**config.mk**
```make
export PLATFORM = sky130hd
export DESIGN_NAME = dbf_queue
export DESIGN_NICKNAME = d
export VERILOG_FILES = /design/src/design/dbf_pkg.sv /design/src/design/dbf_queue.sv
export VERILOG_INCLUDE_DIRS = /design/src /design/src/design
export SDC_FILE = /design/constraint.sdc
export NUM_CORES = 1
export LEC_CHECK = 0
export ABC_AREA = 0
export BUFFER_PORTS_ARGS = -buffer_cell sky130_fd_sc_hd__buf_2
export CORE_ASPECT_RATIO = 1.5
export CORE_UTILIZATION = 51
export CTS_BUF_LIST = sky130_fd_sc_hd__clkbuf_16
export DETAILED_ROUTE_END_ITERATION = 10
export PLACE_DENSITY = 0.78
export SYNTH_ARGS = -nofsm -noshare
export SYNTH_HDL_FRONTEND = slang
export SYNTH_SLANG_ARGS = --single-unit
```
**constraint.sdc**
```tcl
create_clock -name clk -period 1.77 [get_ports clk]
set_input_delay 0.2655 -clock clk [delete_from_list [all_inputs] [get_ports clk]]
set_output_delay 0.2655 -clock clk [all_outputs]
set_load 0.05 [all_outputs]
```
**src/design/double_buffer_blit_diff_flush_core_assert.svh**
```systemverilog
// Assertion macros shared by the double-buffer blitter RTL.
// Expects signals named clk and rst in the including module.
`ifndef DOUBLE_BUFFER_BLIT_DIFF_FLUSH_CORE_ASSERT_SVH
`define DOUBLE_BUFFER_BLIT_DIFF_FLUSH_CORE_ASSERT_SVH

// Condition must hold at every clock edge outside reset.
`define DBF_ASSERT_ALWAYS(lbl, cond, msg) \
  lbl: assert property (@(posedge clk) disable iff (rst) (cond)) \
    else $error(msg);

// Consequent must hold in the same cycle as the antecedent.
`define DBF_ASSERT_SAME(lbl, ante, cons, msg) \
  lbl: assert property (@(posedge clk) disable iff (rst) (ante) |-> (cons)) \
    else $error(msg);

// Consequent must hold in the cycle after the antecedent.
`define DBF_ASSERT_NEXT(lbl, ante, cons, msg) \
  lbl: assert property (@(posedge clk) disable iff (rst) (ante) |=> (cons)) \
    else $error(msg);

`endif

```
**src/design/dbf_pkg.sv**
```systemverilog
// Package for the double-buffer blitter: screen geometry, codes and types.
// No dependencies; every other design file but the assertion macro header uses it by scoped names.
package dbf_pkg;

  localparam int SCREEN_COLUMNS  = 640;
  localparam int SCREEN_ROWS     = 480;
  localparam int SPRITE_SIDE_MAX = 256;

  localparam int PIXEL_COUNT = SCREEN_COLUMNS * SCREEN_ROWS;
  localparam int ADDR_W      = $clog2(PIXEL_COUNT);
  localparam int COL_W       = $clog2(SCREEN_COLUMNS);
  localparam int ROW_W       = $clog2(SCREEN_ROWS);

  localparam int REQ_W      = 2;
  localparam int POS_W      = 11;
  localparam int OFF_W      = 8;
  localparam int COLOR_W    = 8;
  localparam int OUT_ADDR_W = 19;
  // Signed work width for origin plus offset.
  localparam int SUM_W      = POS_W + 1;

  localparam int QUEUE_DEPTH = 4;
  localparam int QPTR_W      = $clog2(QUEUE_DEPTH);
  localparam int QCNT_W      = $clog2(QUEUE_DEPTH + 1);

  typedef logic [ADDR_W-1:0]     pix_addr_t;
  typedef logic [COLOR_W-1:0]    color_t;
  typedef logic [OUT_ADDR_W-1:0] out_addr_t;
  typedef logic [REQ_W-1:0]      req_type_t;
  typedef logic [1:0]            cmd_op_t;

  localparam color_t    KEY_COLOR = 8'd255;
  localparam pix_addr_t LAST_ADDR = pix_addr_t'(PIXEL_COUNT - 1);

  // Request codes on the input channel.
  localparam req_type_t REQ_CLEAR  = 2'd0;
  localparam req_type_t REQ_PIXEL  = 2'd1;
  localparam req_type_t REQ_SPRITE = 2'd2;
  localparam req_type_t REQ_SCAN   = 2'd3;

  // Command codes between front and back.
  localparam cmd_op_t CMD_CLEAR = 2'd0;
  localparam cmd_op_t CMD_PIXEL = 2'd1;
  localparam cmd_op_t CMD_SCAN  = 2'd2;

  typedef struct packed {
    cmd_op_t   op;
    pix_addr_t addr;
    color_t    color;
  } cmd_t;

  // Queue status seen by the front.
  typedef struct packed {
    logic full;
    logic init_busy;
  } front_stat_t;

endpackage

```
**src/design/dbf_queue.sv**
```systemverilog
// Short command queue between the front end and the store engine.
// Depends on dbf_pkg and the assertion macro header.
`include "double_buffer_blit_diff_flush_core_assert.svh"

module dbf_queue (
  input  logic          clk,
  input  logic          rst,
  input  logic          push,
  input  dbf_pkg::cmd_t push_cmd,
  input  logic          pop,
  output dbf_pkg::cmd_t head,
  output logic          not_empty,
  output logic          full
);

  dbf_pkg::cmd_t                 slots [dbf_pkg::QUEUE_DEPTH];
  logic [dbf_pkg::QPTR_W-1:0]    wr_ptr;
  logic [dbf_pkg::QPTR_W-1:0]    rd_ptr;
  logic [dbf_pkg::QCNT_W-1:0]    count;

  assign not_empty = (count != '0);
  assign full      = (count == dbf_pkg::QCNT_W'(dbf_pkg::QUEUE_DEPTH));
  assign head      = slots[rd_ptr];

  always_ff @(posedge clk) begin
    if (rst) begin
      wr_ptr <= '0;
      rd_ptr <= '0;
      count  <= '0;
    end else begin
      if (push) begin
        wr_ptr <= (wr_ptr == dbf_pkg::QPTR_W'(dbf_pkg::QUEUE_DEPTH - 1))
                  ? '0 : wr_ptr + 1'b1;
      end
      if (pop) begin
        rd_ptr <= (rd_ptr == dbf_pkg::QPTR_W'(dbf_pkg::QUEUE_DEPTH - 1))
                  ? '0 : rd_ptr + 1'b1;
      end
      if (push && !pop) begin
        count <= count + 1'b1;
      end else if (pop && !push) begin
        count <= count - 1'b1;
      end
    end
  end

  always_ff @(posedge clk) begin
    if (push) begin
      slots[wr_ptr] <= push_cmd;
    end
  end

  `DBF_ASSERT_SAME(a_no_push_full, push, !full || pop, "push into full queue")
  `DBF_ASSERT_NEXT(a_count_up, push && !pop, count == $past(count) + 1'b1, "count lost a push")

endmodule

```
==> Word-level counts from Yosys, hierarchy flattened <==
Memory sizes are Yosys's and may differ from the RTL's. A register that Yosys moved wholly into a read port is not among the register bits.
Index checks and enable logic that the tools add are counted.
{ "totals": {"register_bits": 7, "latch_bits": 0, "ram_bits": 116, "romBits": 0, "out_inout_bits": 31, "elab_cells": 25, "mem_count": 1} }
{ "op_classes": {"n_addsub": 4, "n_mul": 0, "div": 0, "order_cmp": 0, "n_eq_ne": 3, "shift": 0, "mux": 8, "n_bitwise": 0, "reduce_logical": 6} }
{ "mem_list": {"columns": ["memory", "words", "word_bits", "rd", "rd_ports_with_merged_regs", "write_ports", "line", "rtl"], "rows": [
  ["slots", 4, 29, 1, 1, 1, "dbf_queue.sv:16", "dbf_pkg::cmd_t slots [dbf_pkg::QUEUE_DEPTH];"]
]} }
{ "ops": {"columns": ["op", "count"], "rows": [
  ["$mux W2", 4],
  ["$mux W3", 2],
  ["$add A2 B1 Y2 const B", 2],
  ["$eq A2 B2 Y1 const B", 2],
  ["$add A3 B1 Y3 const B", 1],
  ["$eq A3 B3 Y1 const B", 1],
  ["$reduce_bool A3 Y1", 1],
  ["$sub A3 B1 Y3 const B", 1],
  ["$logic_and A1 B1 Y1", 2],
  ["$logic_not A1 Y1", 2],
  ["$mux W1", 2],
  ["$reduce_bool A2 Y1", 1]
]} }

==> Longest topological paths before layout <==
Gate-level depths: netlist (run 1).
{ "logic_depth": {"ltp_word": 4, "depth_mapped": 7, "mapped_depth_nobuf": 7} }

==> Worst setup path before layout (run 1) <==
No wires, ideal clock.
{ "synth_timing": {"kind": "register to output", "start": "reg count[1] (netlist bit)", "end": "out full", "arrival_time_ns": 1.497, "path_slack_ns": 0.007, "stages_incl_launch_ff": 2, "path_cell_list": "dfxtp_1 -> nor3b_1"} }
{ "synth_via": {"elab_chain_cells": 1} }
{ "synth_rtl": {"columns": ["item", "line", "rtl"], "rows": [
  ["start: declaration", "dbf_queue.sv:19", "logic [dbf_pkg::QCNT_W-1:0] count;"],
  ["start signal: assignment", "dbf_queue.sv:40", "count <= count + 1'b1;"],
  ["start signal: assignment", "dbf_queue.sv:42", "count <= count - 1'b1;"],
  ["$eq A3 B3 Y1", "dbf_queue.sv:22", "assign full = (count == dbf_pkg::QCNT_W'(dbf_pkg::QUEUE_DEPTH));"],
  ["end: declaration", "dbf_queue.sv:13", "output logic full"]
]} }
No other way between the ends.

==> impl_results.md, run 1 <==
- Gr usage total: 18.25%
- Yosys top cell area share: 75.16%
- Via Count: 2159
- P per Cell Area: 1269 nW/um2
- CP max stage delay: 0.53 ns
- Crit-path cells: buf_12, mux4_2, buf_6
- Sink Count: 125
- Critical path's slowest cell: mux4_2
- N_diodes: 0
- Worst path bufs/invs: 2
- Rel. slew slack: 47.99%
- NetSw: 1810 uW
- Area Overhead vs Synth: 27.29%
- Initial cell density of the core: 52.49%
- Die height: 118.8 um
- Setup CP Type: reg2out
- Post-placement cell count: 373
- DRT iter0 DRCs: 74
- H-tree levels: 4
- Clock power frac: 40.3%
- Leakage: 0.002094 uW
- Vias in the first global route: 2227
- Drt via density: 5.318
- CTS Buf Count: 17
- Largest net degree at the start of global routing: 30
- Final Core Density: 66.82%
- Row count: 42
- Net count, final: 323
- P_int: 5675 uW
- Drt first pass iters: 4
- CTS tree: yes
- Layout cells sized above 1: 45.95%
- Clk slew on worst S/H paths: 0.05 ns
- Initial antenna violation count: 0
- Io pins: 64
- IO Port Bufs: 63
- Total wire length: 7686 um
- Area leader, netlist: edfxtp_1
- Total global routing overflow: 0
- Critical Path RT: 1.50 ns
- Critical path peak fanout: 10
- Max frequency: 507.6 MHz
- RSZ-0062 raised after global routing: yes
- Worst slew pin tran: 0.7802 ns
- Largest cells by area after synthesis: edfxtp_1 75%, mux4_2 14%, dfxtp_1 3.9%
- Mapped Nets: 235
- Comb pwr share: 13.8%
- VDD IR max: 955.5 uV
- #FFs+latches synth: 125
- Post-layout minimum cycle time: 1.970 ns
- Setup ws final: -0.1999 ns
- Outcome: finished, violations left
- Mapped Area: 4634 um2
- Clock skew: 0.007092 ns
- DP HPWL: 4698 um
- Total power: 7484 uW
- Switching portion of total power: 24.18%
- Die Footprint: 9480 um2
- Warnings from Yosys: 0
- Syn_area_per_cell: 23.77 um2
- Drt drc: 0
- First-pass GRT wire length: 11670 um
- Hold_buf cts: 0
- Arrival time worst endpoint: 1.70 ns
- Die width: 79.84 um
- Critical path launch point type: flop
- Layout Cells excl Fill: 406
- Commonest non-fill, non-tap cell in the layout: edfxtp_1
- CP delay by family, top: multiplexers
- Clock tree buffer depth: 2
- Final Max Slew Viols: 0
- Drt wl/cell: 18.93 um
- Maxcap violations: 0
- GPL Wtd Cong: 0.6766
- Fin. Hold Viols: 0
- Critical Path Sink Type: output pin
- Sequential share of power: 45.9%
- Sequential share of the synthesized area: 79.05%
- Cells after Synth: 195
- Min-Delay Path Class: in2reg
- Failing checks: setup timing
- Total Negative Setup Slacks: -4.966 ns
- CORE AREA: 8828 um2
- Final hold slack: 0.07339 ns
- Final ANT Viol Nets: 0
- Final Setup Violations: 29
- Skew-Pair Late Insertion Delay: 0.41 ns
- Fin crit share: 111.3%
- Distinct cells, synth: 20
- Root buffer cell: clkbuf_16
- Commonest non-fill, non-tap cells in the layout: 116 x edfxtp_1, 34 x buf_2, 29 x mux4_2, 29 x buf_6, 17 x clkbuf_16
## per-layer routing
layer / share of wire [%] / vias up / global-route usage [%]
met2: 55 / 51 / 29.91
met5: 0 / - / 0
met3: 3.9 / 10 / 6.100
met4: 2.3 / 0 / 8.817
met1: 39 / 1110 / 21.31
li1: - / 988 / -
## cell usage after synthesis
| cell type | number |
|---|---|
| fa_1 | 1 |
| o21ai_0 | 1 |
| buf_12 | 1 |
| dfxtp_1 | 9 |
| buf_2 | 2 |
| mux2i_1 | 4 |
| ha_1 | 6 |
| inv_1 | 4 |
| and2_1 | 4 |
| edfxtp_1 | 116 |
| xor2_1 | 2 |
| clkbuf_1 | 1 |
| mux4_1 | 1 |
| buf_6 | 1 |
| nor2_1 | 7 |
| or3_1 | 2 |
| buf_4 | 1 |
| a21oi_1 | 2 |
| nor3b_1 | 2 |
| mux4_2 | 28 |
## sequential cells by signal (all words and copies together), names as in the netlist, named ones only
register  cells
slots       116
count         3
rd_ptr        2
wr_ptr        2
## cells by family after synthesis
group | count (synthesis) | synth area share (%)
DFF | 125 | 79.05
muxes | 33 | 15.04
and+or+nand+nor | 15 | 1.701
buffers and inverters | 10 | 1.458
adders and majority gates | 7 | 2.052
AOI/OAI and AO/OA | 3 | 0.3239
xor gates and xnor gates | 2 | 0.3780
## cell type report
class,count,area (um2)
Inverter,4,15.01
Clock inverter,15,107.6
Clock buffer,17,425.4
Tap cell,110,137.6
Sequential cell,125,3667
Fill cell,577,2929
Timing Repair Buffer,75,644.4
Multi-Input combinational cell,60,902.1
## stage by stage
stage / cell area [um2] / setup slack (ns)
6_report: 5899 / -0.1999
5_1_grt: 5899 / -0.2514
4_1_cts: 5899 / -0.2303
3_5_place_dp: 5159 / 0.03917
3_3_place_gp: 5159 / 0.09442
2_1_floorplan: 4634 / 0.007353
## worst paths after layout
kind,start,endpoint,slack [ns],cells past startpoint
min reg2reg,count[2]$_SDFFE_PP0P_,count[2]$_SDFFE_PP0P_,0.51,2
max reg2reg,wr_ptr[0]$_SDFFE_PP0P_,slots[0][12]$_DFFE_PP_,0.16,3
max,flop,head[10],-0.20,3
min,push_cmd[8],slots[2][8]$_DFFE_PP_,0.07,1
## what timing repair did
action,CTS,global route
gates cloned,1,0
setup buffers,0,0
setup endpoints to repair,29,29
gates resized for setup,61,0
## power by group through the flow
stage	sequential, uW	clock, uW	combinational (uW)
6_report	3440	3020	1030
5_1_grt	3450	3180	1080
4_1_cts	3440	3060	1040
3_5_place_dp	3490	0	899
3_3_place_gp	3480	0	886
2_1_floorplan	3470	0	669
Power figures use the tool's default switching activity.
==> run 2: changes to the inputs <==
==> constraint.sdc (replaced) <==
create_clock -name clk -period 1.77 [get_ports clk]
set_input_delay 0.0885 -clock clk [delete_from_list [all_inputs] [get_ports clk]]
set_output_delay 0.0885 -clock clk [all_outputs]
set_load 0.05 [all_outputs]
==> impl_results.md, run 2 (same netlist as run 1, synthesis figures left out) <==
- Row count: 42 (unchanged)
- Largest registers: slots x116, count x3
- Worst slew pin tran: 0.7880 ns (+0.007749 ns)
- Max reg flops: 116 (unchanged)
- Setup ws final: -0.08113 ns (+0.1188 ns)
- Largest net degree at the start of global routing: 30 (unchanged)
- Min-Delay Path Class: in2reg
- Initial antenna violation count: 0 (unchanged)
- VDD IR max: 820.9 uV (-14%)
- N_diodes: 0 (unchanged)
- Leakage: 0.002247 uW (+7.3%)
- Total power: 7734 uW (+3.3%)
- Setup CP Type: reg2out
- Critical Path Sink Type: output pin
- Die Footprint: 9480 um2 (unchanged)
- Placed Instance Area: 5136 um2 (-0.44%)
- Clock skew: 0.007612 ns (+0.0005199 ns)
- P per Cell Area: 1227 nW/um2 (-3.3%)
- Total wire length: 8380 um (+9.0%)
- Initial cell density of the core: 52.49% (unchanged)
- Net count, final: 356 (+10%)
- Failing checks: setup timing
- DRT iter0 DRCs: 123 (+66%)
- Clk slew on worst S/H paths: 0.05 ns (about the same)
- Sink Count: 125 (unchanged)
- Final Max Slew Viols: 0 (unchanged)
- Fin area: 6305 um2 (+6.9%)
- Commonest non-fill, non-tap cell in the layout: edfxtp_1
- Drt drc: 0 (unchanged)
- GR Util met1: 22.32% (+1.0 points)
- Fin. Hold Viols: 0 (unchanged)
- Rel. slew slack: 47.47% (-0.52 points)
- Critical path launch point type: flop
- RSZ-0062 raised after global routing: yes
- Fin crit share: 104.6% (-6.7 points)
- CORE AREA: 8828 um2 (unchanged)
- Via Count: 2333 (+8.1%)
- Layout cells sized above 1: 42.55% (-3.4 points)
- Clock tree buffer depth: 2 (unchanged)
- Arrival time worst endpoint: 1.76 ns (+0.06 ns)
- Final Setup Violations: 22 (-24%)
- Maxcap violations: 0 (unchanged)
- Worst path bufs/invs: 3 (+1)
- CTS tree: yes
- H-tree levels: 4 (unchanged)
- Critical path peak fanout: 7 (-3)
- Gr usage total: 20.26% (+2.0 points)
- Drt wl/cell: 19.09 um (+0.83%)
- Io pins: 64 (unchanged)
- Die height: 118.8 um (unchanged)
- Drt via density: 5.314 (about the same)
- DP HPWL: 4345 um (-7.5%)
- Met2 Usage GRT: 33.81% (+3.9 points)
- CP delay by family, top: multiplexers
- Met3 track utilization from global routing: 6.873% (+0.77 points)
- Skew-Pair Late Insertion Delay: 0.41 ns (about the same)
- Crit-path cells: buf_12, buf_16, mux4_2, buf_6
- Final ANT Viol Nets: 0 (unchanged)
- Root buffer cell: clkbuf_16
- Largest register by flop count: slots
- Commonest non-fill, non-tap cells in the layout: 116 x edfxtp_1, 34 x buf_2, 31 x dlygate4sd3_1
- IO Port Bufs: 63 (unchanged)
- First-pass GRT wire length: 13070 um (+12%)
- Drt first pass iters: 4 (unchanged)
- Total Negative Setup Slacks: -1.311 ns (+3.655 ns)
- Critical path's slowest cell: mux4_2
- Final Core Density: 71.41% (+4.6 points)
- CP max stage delay: 0.52 ns (about the same)
- Layout Cells excl Fill: 439 (+8.1%)
- Busiest grt layer: met2
- Worst Hold Launch: push
- Die width: 79.84 um (unchanged)
- Post-placement cell count: 370 (-0.80%)
- Max frequency: 540.2 MHz (+6.4%)
- Area Overhead vs Synth: 36.04%
- Post-layout minimum cycle time: 1.851 ns (-0.1188 ns)
- Outcome: finished, violations left
- Filler cells: 534 (-7.5%)
- Total global routing overflow: 0 (unchanged)
- Vias in the first global route: 2534 (+14%)
- Critical Path RT: 1.68 ns (+0.18 ns)
- R2R Path Start: wr_ptr[0]$_SDFFE_PP0P_
- GPL Wtd Cong: 0.6900 (+2.0%)
- CTS Buf Count: 17 (unchanged)
[run 2: cell count changes in the layout (fill, tap and decap cells not counted), moves of 2 or more]
| cell | delta |
|---|---|
| clkinv_1 | +3 |
| inv_1 | -2 |
| clkinv_2 | -3 |
| buf_12 | +2 |
| dlygate4sd3_1 | +31 |
[run 2: through the flow]
step | hold WS [ns] | setup slack, ns
global route | 0.06673 | -0.1282
finish | 0.02724 | -0.08113
CTS | 0.004183 | -0.1058
global placement | 0.2997 | 0.1581
floorplan | 0.1576 | 0.1078
detailed placement | 0.3043 | 0.1423
[run 2: final timing paths]
check	slack [ns]	cells past startpoint	to
max	-0.08	4	head[13]
min	0.03	3	wr_ptr[1]$_SDFFE_PP0P_
max reg2reg	0.14	3	slots[0][27]$_DFFE_PP_
min reg2reg	0.54	2	count[2]$_SDFFE_PP0P_
[run 2: worst reg2reg max path, stage by stage (launching register included)]
cell and delay (ns):
dfxtp_1 0.34, inv_1 0.09, ha_1 0.14, and2_2 0.65
[run 2: report_power, final]
part,switching (uW),internal (uW)
clock,1140,2030
sequential,51.4,3380
combinational,655,473
[run 2: repair_timing]
action	4_1_cts	5_1_grt
endpoints found under the setup margin	29	29
resized for setup	63	8
buffers inserted	2	2
pin swaps	0	2
endpoints found under the hold margin	125	0
hold buffers	31	0
cloned	3	0
[run 2: final cells by class]
type | count | area [um2] | share of cell area (%)
repair buffers | 108 | 1018 | 16.15
multi-input cells | 60 | 910.9 | 14.45
flip-flops and latches | 125 | 3667 | 58.17
clock inverters | 15 | 130.1 | 2.064
inverters | 4 | 15.01 | 0.2381
clock buffers | 17 | 425.4 | 6.747
well taps | 110 | 137.6 | 2.183
[run 2: layer usage]
layer  up-vias  wire length, um  share of wire (%)
met5         -                0                  0
met4         0              181                2.2
met3        14              406                4.8
met2        80             4699                 56
met1      1181             3092                 37
li1       1058                -                  -
