$ cat src/design/double_buffer_blit_diff_flush_core_assert.svh
// Assertion macros shared by the double-buffer blitter RTL.
// Expects signals named clk and rst in the including module.
`ifndef DOUBLE_BUFFER_BLIT_DIFF_FLUSH_CORE_ASSERT_SVH
`define DOUBLE_BUFFER_BLIT_DIFF_FLUSH_CORE_ASSERT_SVH

// Condition must hold at every clock edge outside reset.
`define DBF_ASSERT_ALWAYS(lbl, cond, msg) \
  lbl: assert property (@(posedge clk) disable iff (rst) (cond)) \
    else $error(msg);

// Consequent must hold in the same cycle as the antecedent.
`define DBF_ASSERT_SAME(lbl, ante, cons, msg) \
  lbl: assert property (@(posedge clk) disable iff (rst) (ante) |-> (cons)) \
    else $error(msg);

// Consequent must hold in the cycle after the antecedent.
`define DBF_ASSERT_NEXT(lbl, ante, cons, msg) \
  lbl: assert property (@(posedge clk) disable iff (rst) (ante) |=> (cons)) \
    else $error(msg);

`endif

$ cat src/design/dbf_pkg.sv
// Package for the double-buffer blitter: screen geometry, codes and types.
// No dependencies; every other design file but the assertion macro header uses it by scoped names.
package dbf_pkg;

  localparam int SCREEN_COLUMNS  = 640;
  localparam int SCREEN_ROWS     = 480;
  localparam int SPRITE_SIDE_MAX = 256;

  localparam int PIXEL_COUNT = SCREEN_COLUMNS * SCREEN_ROWS;
  localparam int ADDR_W      = $clog2(PIXEL_COUNT);
  localparam int COL_W       = $clog2(SCREEN_COLUMNS);
  localparam int ROW_W       = $clog2(SCREEN_ROWS);

  localparam int REQ_W      = 2;
  localparam int POS_W      = 11;
  localparam int OFF_W      = 8;
  localparam int COLOR_W    = 8;
  localparam int OUT_ADDR_W = 19;
  // Signed work width for origin plus offset.
  localparam int SUM_W      = POS_W + 1;

  localparam int QUEUE_DEPTH = 4;
  localparam int QPTR_W      = $clog2(QUEUE_DEPTH);
  localparam int QCNT_W      = $clog2(QUEUE_DEPTH + 1);

  typedef logic [ADDR_W-1:0]     pix_addr_t;
  typedef logic [COLOR_W-1:0]    color_t;
  typedef logic [OUT_ADDR_W-1:0] out_addr_t;
  typedef logic [REQ_W-1:0]      req_type_t;
  typedef logic [1:0]            cmd_op_t;

  localparam color_t    KEY_COLOR = 8'd255;
  localparam pix_addr_t LAST_ADDR = pix_addr_t'(PIXEL_COUNT - 1);

  // Request codes on the input channel.
  localparam req_type_t REQ_CLEAR  = 2'd0;
  localparam req_type_t REQ_PIXEL  = 2'd1;
  localparam req_type_t REQ_SPRITE = 2'd2;
  localparam req_type_t REQ_SCAN   = 2'd3;

  // Command codes between front and back.
  localparam cmd_op_t CMD_CLEAR = 2'd0;
  localparam cmd_op_t CMD_PIXEL = 2'd1;
  localparam cmd_op_t CMD_SCAN  = 2'd2;

  typedef struct packed {
    cmd_op_t   op;
    pix_addr_t addr;
    color_t    color;
  } cmd_t;

  // Queue status seen by the front.
  typedef struct packed {
    logic full;
    logic init_busy;
  } front_stat_t;

endpackage

$ cat src/design/dbf_req_if.sv
// Request channel: valid/ready handshake carrying one blit request.
// Depends on dbf_pkg for field widths.
interface dbf_req_if;
  logic                              valid;
  logic                              ready;
  logic [dbf_pkg::REQ_W-1:0]         req_type;
  logic signed [dbf_pkg::POS_W-1:0]  pos_x;
  logic signed [dbf_pkg::POS_W-1:0]  pos_y;
  logic [dbf_pkg::OFF_W-1:0]         offset_x;
  logic [dbf_pkg::OFF_W-1:0]         offset_y;
  logic [dbf_pkg::COLOR_W-1:0]       color;

  modport source (output valid, req_type, pos_x, pos_y, offset_x, offset_y, color,
                  input ready);
  modport sink (input valid, req_type, pos_x, pos_y, offset_x, offset_y, color,
                output ready);
endinterface

$ cat src/design/dbf_front.sv
// Front end: accepts requests, clips and color-keys them, forms screen addresses.
// Depends on dbf_pkg and dbf_req_if; feeds dbf_queue.
module dbf_front (
  dbf_req_if.sink            req,
  input  dbf_pkg::front_stat_t stat,
  output logic               push,
  output dbf_pkg::cmd_t      cmd
);

  logic signed [dbf_pkg::SUM_W-1:0] col_s;
  logic signed [dbf_pkg::SUM_W-1:0] row_s;
  logic                             is_sprite;
  logic                             on_screen;
  logic                             sprite_ok;
  logic                             keep;
  logic [dbf_pkg::COL_W-1:0]        col_u;
  logic [dbf_pkg::ROW_W-1:0]        row_u;
  logic [dbf_pkg::OFF_W:0]          side_lim;

  assign req.ready = !stat.full && !stat.init_busy;
  assign is_sprite = (req.req_type == dbf_pkg::REQ_SPRITE);
  assign side_lim  = (dbf_pkg::OFF_W + 1)'(dbf_pkg::SPRITE_SIDE_MAX);

  // Add the sprite offset to the origin; plain pixels use the origin as is.
  always_comb begin
    col_s = dbf_pkg::SUM_W'(req.pos_x);
    row_s = dbf_pkg::SUM_W'(req.pos_y);
    if (is_sprite) begin
      col_s = col_s + $signed({{(dbf_pkg::SUM_W - dbf_pkg::OFF_W){1'b0}}, req.offset_x});
      row_s = row_s + $signed({{(dbf_pkg::SUM_W - dbf_pkg::OFF_W){1'b0}}, req.offset_y});
    end
  end

  assign on_screen = !col_s[dbf_pkg::SUM_W-1] && !row_s[dbf_pkg::SUM_W-1]
                  && ($unsigned(col_s) < dbf_pkg::SUM_W'(dbf_pkg::SCREEN_COLUMNS))
                  && ($unsigned(row_s) < dbf_pkg::SUM_W'(dbf_pkg::SCREEN_ROWS));

  assign sprite_ok = (req.color != dbf_pkg::KEY_COLOR)
                  && ({1'b0, req.offset_x} < side_lim)
                  && ({1'b0, req.offset_y} < side_lim);

  assign col_u = dbf_pkg::COL_W'($unsigned(col_s));
  assign row_u = dbf_pkg::ROW_W'($unsigned(row_s));

  // Classify; drop clipped pixels and keyed or oversized sprite pixels here.
  always_comb begin
    cmd.color = req.color;
    cmd.addr  = dbf_pkg::pix_addr_t'(dbf_pkg::pix_addr_t'(row_u)
                  * dbf_pkg::pix_addr_t'(dbf_pkg::SCREEN_COLUMNS))
              + dbf_pkg::pix_addr_t'(col_u);
    unique case (req.req_type)
      dbf_pkg::REQ_CLEAR: begin
        cmd.op = dbf_pkg::CMD_CLEAR;
        keep   = 1'b1;
      end
      dbf_pkg::REQ_PIXEL: begin
        cmd.op = dbf_pkg::CMD_PIXEL;
        keep   = on_screen;
      end
      dbf_pkg::REQ_SPRITE: begin
        cmd.op = dbf_pkg::CMD_PIXEL;
        keep   = on_screen && sprite_ok;
      end
      default: begin
        cmd.op = dbf_pkg::CMD_SCAN;
        keep   = 1'b1;
      end
    endcase
  end

  assign push = req.valid && req.ready && keep;

endmodule

$ cat src/flat_wrapper.sv
// flat-port wrapper written by rule: the top's interface ports become plain ports
module dbf_front_flat 
  (stat, push, cmd, req_valid, req_req_type, req_pos_x, req_pos_y, req_offset_x, req_offset_y, req_color, req_ready);
  dbf_req_if req_i ();
  input  dbf_pkg::front_stat_t stat;
  output logic push;
  output dbf_pkg::cmd_t cmd;
  input wire logic [$bits(req_i.valid)-1:0] req_valid;
  input wire logic [$bits(req_i.req_type)-1:0] req_req_type;
  input wire logic [$bits(req_i.pos_x)-1:0] req_pos_x;
  input wire logic [$bits(req_i.pos_y)-1:0] req_pos_y;
  input wire logic [$bits(req_i.offset_x)-1:0] req_offset_x;
  input wire logic [$bits(req_i.offset_y)-1:0] req_offset_y;
  input wire logic [$bits(req_i.color)-1:0] req_color;
  output wire logic [$bits(req_i.ready)-1:0] req_ready;
  assign req_i.valid = req_valid;
  assign req_i.req_type = req_req_type;
  assign req_i.pos_x = req_pos_x;
  assign req_i.pos_y = req_pos_y;
  assign req_i.offset_x = req_offset_x;
  assign req_i.offset_y = req_offset_y;
  assign req_i.color = req_color;
  assign req_ready = req_i.ready;
  dbf_front u_core (.req(req_i), .stat(stat), .push(push), .cmd(cmd));
endmodule
$ cat config.mk
export PLATFORM = sky130hd
export DESIGN_NAME = dbf_front_flat
export DESIGN_NICKNAME = d
export VERILOG_FILES = /design/src/design/double_buffer_blit_diff_flush_core_assert.svh /design/src/design/dbf_pkg.sv /design/src/design/dbf_req_if.sv /design/src/design/dbf_front.sv /design/src/flat_wrapper.sv
export SDC_FILE = /design/constraint.sdc
export NUM_CORES = 1
export LEC_CHECK = 0
export BUFFER_PORTS_ARGS = -buffer_cell sky130_fd_sc_hd__buf_4
export CORE_ASPECT_RATIO = 0.7
export CORE_MARGIN = 2
export CORE_UTILIZATION = 50
export DETAILED_ROUTE_END_ITERATION = 10
export PLACE_DENSITY = 0.85
export SYNTH_ARGS = -nofsm -noshare
export SYNTH_HDL_FRONTEND = slang
export SYNTH_SLANG_ARGS = --single-unit
$ cat constraint.sdc
create_clock -name vclk -period 12.9
set_input_delay 3.87 -clock vclk [all_inputs]
set_output_delay 3.87 -clock vclk [all_outputs]
set_load 0.05 [all_outputs]
=== Word-level counts from Yosys, hierarchy flattened ===
Cells that the tools add are included.

* Equal/unequal tests: 3
* $add $sub $neg: 3
* $lt $le $gt $ge: 4
* Reduce and logical (&&, ||, !) cells: 15
* Multipliers: 1
* Muxes and demuxes: 4

{| class="wikitable"
|+ Operator list
! kind !! number
|-
| $add A11 B9 Y12 || 2
|-
| $mux W12 || 2
|-
| $add A19 B10 Y19 || 1
|-
| $lt A8 B9 Y1 const B || 2
|-
| $lt A12 B10 Y1 const B || 1
|-
| $lt A12 B9 Y1 const B || 1
|-
| $mul A9 B3 Y12 const B || 1
|-
| $logic_and A1 B1 Y1 || 9
|-
| $ne A8 B8 Y1 const B || 1
|-
| $logic_not A1 Y1 || 4
|-
| $pmux W2 S2 || 1
|-
| $eq A2 B1 Y1 const B || 1
|-
| $eq A2 B2 Y1 const B || 1
|-
| $logic_not A2 Y1 || 1
|-
| $pmux W1 S2 || 1
|-
| $reduce_or A2 Y1 || 1
|}

* Input bits: 51
* Register bits after elaboration: 0
* Output and inout bits: 31
* Logic and storage cells: 30

=== Logic depth before layout (Yosys ltp) ===
Gate-level depths: netlist of run 1.

* Depth after elaboration: 9
* Mapped depth: 17
* Gate-level depth less buffers: 16

=== Worst setup path after synthesis of run 1 ===
Ideal clock, no wire load.

* Path type: input -> output
* Start point: input req_req_type[0]
* End point: output cmd[23] (netlist name)
* Setup slack: 1.028 ns
* Data required time: 9.030 ns
* Stages: 13
* Arrival time: 8.002 ns
* Buffers on the path: 3
* Path through: inv_1 > ha_1 > clkbuf_1 > buf_2 > buf_1 > mux2_2 > ha_1 > ha_1 > fa_1 > xnor2_1 > or3b_2 > or3_1 > xor2_1

{| class="wikitable"
|+ RTL lines
! element !! RTL line !! text
|-
| start, declared || flat_wrapper.sv:9 || <nowiki>input wire logic [$bits(req_i.req_type)-1:0] req_req_type;</nowiki>
|-
| end, declared || flat_wrapper.sv:7 || <nowiki>output dbf_pkg::cmd_t cmd;</nowiki>
|}

==> run_results.csv, run 1 <==
group,metric,value,unit
run_status,status,"complete, no violations",
layout,seqCellArea,0,sq um
critical_path,crit_fanout,4,
synth,syn_area_per_cell,7.71,sq um
pwr,p_per_area,108,mW/mm^2
critical_path,crit_top_cell,"ha_1",
synth,ys_top_cells_by_area,"ha_1 (24%), xnor2_1 (7.3%), mux2_2 (6.3%), a21oi_1 (5.3%), fa_1 (4.5%)",
layout,layout-drive-gt1-share,0.328,
drt,dr.pass1.iters,4,
drt,num_vias,1922,
synth,synth_warnings,0,
die,core_area,0.00349,sq mm
place,place.gp.congestion,0.899,
critical_path,cpPeakStageDelay,0.50,ns
drt,wl,4540,microns
global_route,grtUsageTotal,0.202,
sta,final_hold_viol_count,0,
layout,seq_cells,0,
die,std_cell_rows,18,
critical_path,critical_path_class,"primary input to output port",
cts,post_cts_buffers,0,
job,maxCapViolations,0,
layout,syn_to_final_growth,34.1,%
critical_path,endpoint_kind,"output port",
die,die_h,54.1,microns
critical_path,required,9.03,ns
synth,postSynthNetCount,322,
pwr,vdd_ir_drop_max,0.145,mV
pwr,p_leak,1.17,nW
layout,num-fill-cells,303,
worst_hold_path,hold_class,"primary input to output port",
synth,syn_area,0.00180,sq mm
critical_path,cp.arrival,7.98,ns
sta,finalCritPeriodShare,0.919,
sta,slew_violations,0,
critical_path,crit_path_top_delay_cell,"or4_1",
synth,synth_top_cells_by_count,"ha_1 (34), a21oi_1 (19), nor2_1 (18)",
critical_path,crit_chain,"buf_4 -> ha_1 -> fa_1 -> a21oi_1 -> o21ai_0 -> or4_1 -> nand3_1 -> ha_1 -> ha_1 -> nand2_1 -> o21ai_1 -> nor4_1 -> a211o_1 -> or3_1 -> o31ai_1 -> a221o_1 -> buf_4",
drt,drt-vias-per-instance,5.41,
layout,nNetsFinal,396,
place,io_buffers,82,
sta,max_slew_margin,0.471,
cts,ctsHoldBuffers,0,
global_route,antenna_found_initial,0,
critical_path,cp-start-kind,"primary input",
sta,setup_slack,1.05,ns
sta,finalSetupViolCount,0,
drt,routedWlPerCell,12.8,microns
sta,fmax,84.4,MHz
sta,final.setup.tns,0,ns
synth,yosys.area.top_type_share,0.237,
synth,synth-seq-area-share,0,
die,die_w,75.6,microns
drt,detail_route.iter0.violations,44,
die,num_io_pins,82,
layout,antennaDiodeCount,0,
sta,tightest_slew,0.793,ns
global_route,grt_max_degree,21,
sta,rsz0062_at_grt,"false",
synth,synth_most_common_cell,"ha_1",
synth,postSynthCellCount,233,
synth,yosysUniqueCellTypes,47,
drt,ant_nets,0,
die,dieArea,0.00409,sq mm
cts,cts_resized,0,
global_route,grt_pass1_vias,1558,
drt,drc,0,
critical_path,startpoint,"req_offset_y[0]",
critical_path,cp-endpoint,"cmd[26]",
global_route,overflow,0,
place,place_hpwl,3970,microns
die,initial_utilization,0.514,
place,dp_slack,1.09,ns
sta,period_minus_slack,11.85,ns
global_route,grt_pass1_wl,6600,microns
layout,nClkBuffers,0,
synth,yosys.area.top_type,"ha_1",
worst max-delay path: cells and delay by family:
kind                     cells  cell delay [ns]
buffers and inverters        2             0.30
AO/OA/AOI/OAI                6             1.34
AND/OR/NAND/NOR              5             1.28
adder cells (fa/ha/maj)      4             1.22
layout by cell type, fill, tap and decap left out, types with 2 or more instances in the layout:
cell / instances
o21bai_1: 3
xor2_1: 9
nor2b_1: 5
nand3_1: 4
ha_1: 34
nor2_1: 18
o31ai_1: 2
or3_1: 4
xnor2_1: 15
nand4_1: 2
a31oi_1: 2
a21o_1: 8
o2111ai_1: 2
nand2b_1: 5
nand2_1: 15
fa_1: 4
o21ai_0: 6
a21oi_1: 19
o21a_1: 4
mux2i_1: 5
inv_1: 11
or3b_2: 2
a211oi_1: 3
o21ai_1: 4
buf_4: 83
mux2_2: 10
o211ai_1: 2
nor3_1: 8
per-stage QoR:
stage,cells,hold slack [ns],instance area (sq um),power (mW),utilization
after CTS,355,8.01,2410,0.259,0.690
final,355,8.01,2410,0.259,0.690
after detailed placement,355,8.01,2410,0.257,0.690
after global placement,355,8.00,2410,0.254,0.690
after floorplan,233,7.91,1800,0.191,-
after global routing,355,8.01,2410,0.278,0.690
layer usage:
metal,vias up,track usage,share of wire
met5,-,0,0
met4,0,0,0
met3,0,0.00936,0.073
met2,71,0.365,0.43
met1,849,0.283,0.49
li1,1002,-,-
power breakdown:
part	leakage, nW	internal, mW	switching [mW]	total (mW)
Sequential	0	0	0	0
Clock	0	0	0	0
Combinational	1.17	0.0953	0.164	0.259
Total	1.17	0.0953	0.164	0.259
cell families (layout without fill, tap and decap cells):
kind of cell    count (synthesis)  count (layout)  synth area share
compound gates                 63              63             0.240
xor+xnor                       25              25             0.126
fa+ha+maj                      38              38             0.282
buf+inv                        22              94            0.0634
mux                            15              15            0.0906
simple gates                   70              70             0.198
layout make-up:
class / instances / area [sq um] / area share
multi-input combinational: 211 / 1680 / 0.698
tap: 50 / 62.6 / 0.0260
timing repair buffer: 83 / 623 / 0.259
inverter: 11 / 41.3 / 0.0171
worst min-delay path by stage:
stage                       startpoint  endpoint  cells past startpoint
after floorplan           req_color[0]    cmd[0]                      1
after global placement    req_color[4]    cmd[4]                      2
after detailed placement  req_color[4]    cmd[4]                      2
after CTS                 req_color[4]    cmd[4]                      2
after global routing      req_color[7]    cmd[7]                      2
final                     req_color[0]    cmd[0]                      2
Note: power is estimated with default switching activity, not from simulation.
==> inputs of run 2 (changes only) <==
Settings changed: BUFFER_PORTS_ARGS -buffer_cell sky130_fd_sc_hd__buf_4 to unset, CORE_UTILIZATION 50 to 60, DONT_BUFFER_PORTS set to 1, MAX_ROUTING_LAYER set to met4, PLACE_DENSITY 0.85 to 0.76.
==> run_results.csv, run 2 (synthesized netlist as in run 1, its figures left out) <==
group,metric,value,unit
place,place_hpwl,3440,microns
drt,num_vias,1604,
drt,drc,0,
global_route,overflow,0,
job,maxCapViolations,0,
layout,layout-drive-gt1-share,0.0969,
critical_path,crit_fanout,4,
sta,slew_violations,0,
sta,rsz0062_at_grt,"false",
pwr,p_sw,148,uW
sta,final.setup.tns,0,ns
pwr,p_int,66.0,uW
drt,dr.pass1.iters,4,
layout,num-fill-cells,273,
die,die_w,69.4,microns
sta,finalSetupViolCount,0,
die,dieArea,0.00345,sq mm
pwr,vdd_ir_drop_max,0.148,mV
global_route,grt_pass1_vias,1520,
drt,detail_route.iter0.violations,98,
critical_path,crit_buf_inv,0,
pwr,p_leak,0.798,nW
die,die_h,49.8,microns
pwr,p_per_area,118,mW/mm^2
layout,nNetsFinal,318,
critical_path,crit_chain,"ha_1 -> fa_1 -> a21oi_1 -> o21ai_0 -> or4_1 -> nand3_1 -> ha_1 -> ha_1 -> nand2_1 -> o21ai_1 -> nor4_1 -> a211o_1 -> or3_1 -> o31ai_1 -> a221o_1",
die,num_io_pins,82,
worst_hold_path,hold_class,"primary input to output port",
pwr,pwr-share-comb,1.000,
sta,finalCritPeriodShare,0.924,
critical_path,endpoint_kind,"output port",
pwr,p_clk_frac,0,
layout,seq_cells,0,
run_status,status,"complete, no violations",
die,core_area,0.00282,sq mm
layout,final_cell_mix,"ha_1 (34), a21oi_1 (19), nor2_1 (18)",
layout,antennaDiodeCount,0,
global_route,grtUsageTotal,0.238,
die,std_cell_rows,16,
place,io_buffers,0,
critical_path,crit_family,"compound AO/OA/AOI/OAI gates",
critical_path,cp.arrival,8.05,ns
global_route,grt_pass1_wl,6770,microns
critical_path,crit_top_cell,"ha_1",
layout,seqCellArea,0,sq um
critical_path,crit_path_top_delay_cell,"a221o_1",
critical_path,startpoint,"req_offset_y[0]",
cts,cts_resized,0,
place,place.gp.congestion,0.895,
layout,nClkBuffers,0,
cts,post_cts_buffers,0,
worst_hold_path,min_from,"req_color[4]",
layout,multi_input_area,0.00168,sq mm
critical_path,cp-start-kind,"primary input",
sta,fmax,83.9,MHz
cts,ctsHoldBuffers,0,
sta,period_minus_slack,11.92,ns
sta,max_slew_margin,0.269,
critical_path,critical_path_class,"primary input to output port",
global_route,antenna_found_initial,0,
pwr,seq_power_share,0,
drt,ant_nets,0,
sta,final_hold_viol_count,0,
layout,mostFrequentLayoutCell,"ha_1",
drt,wl,3900,microns
layout,syn_to_final_growth,0.557,%
global_route,grt_max_degree,18,
die,initial_utilization,0.636,
drt,drt-vias-per-instance,6.10,
sta,tightest_slew,1.09,ns
drt,routedWlPerCell,14.8,microns
critical_path,cpPeakStageDelay,0.52,ns
critical_path,required,9.03,ns
sta,fin_hold_ws,7.74,ns
pwr,swShare,0.692,
-- run 2: changes by cell type in the layout (fill, tap and decap cells not counted) --
cell,before,now
buf_4,83,5
-- run 2: routing by layer --
metal / GRT usage / part of all wire
met5: - / 0
met2: 0.367 / 0.41
met1: 0.343 / 0.50
met4: 0.0229 / 0.0085
met3: 0.0327 / 0.084
-- run 2: stage by stage --
stage	power, mW	util	setup WS [ns]	instance area [sq um]	cells
2_1_floorplan	0.191	-	1.03	1800	233
3_3_place_gp	0.212	0.640	1.20	1810	263
3_5_place_dp	0.213	0.640	1.04	1810	263
4_1_cts	0.214	0.640	1.03	1810	263
5_1_grt	0.233	0.640	0.725	1810	263
6_report	0.214	0.640	0.978	1810	263
-- run 2: power by group through the flow --
stage / combinational [mW] / sequential [mW] / clock, mW
4_1_cts: 0.214 / 0 / 0
6_report: 0.214 / 0 / 0
5_1_grt: 0.233 / 0 / 0
3_5_place_dp: 0.213 / 0 / 0
2_1_floorplan: 0.191 / 0 / 0
3_3_place_gp: 0.212 / 0 / 0
-- run 2: worst paths after layout --
check | end | cells after the start
min | cmd[4] | 0
max | cmd[26] | 15
-- run 2: cell type report --
type,instances,share of cell area
multi-input cells,211,0.931
well taps,36,0.0249
inverters,11,0.0229
repair buffers,5,0.0208
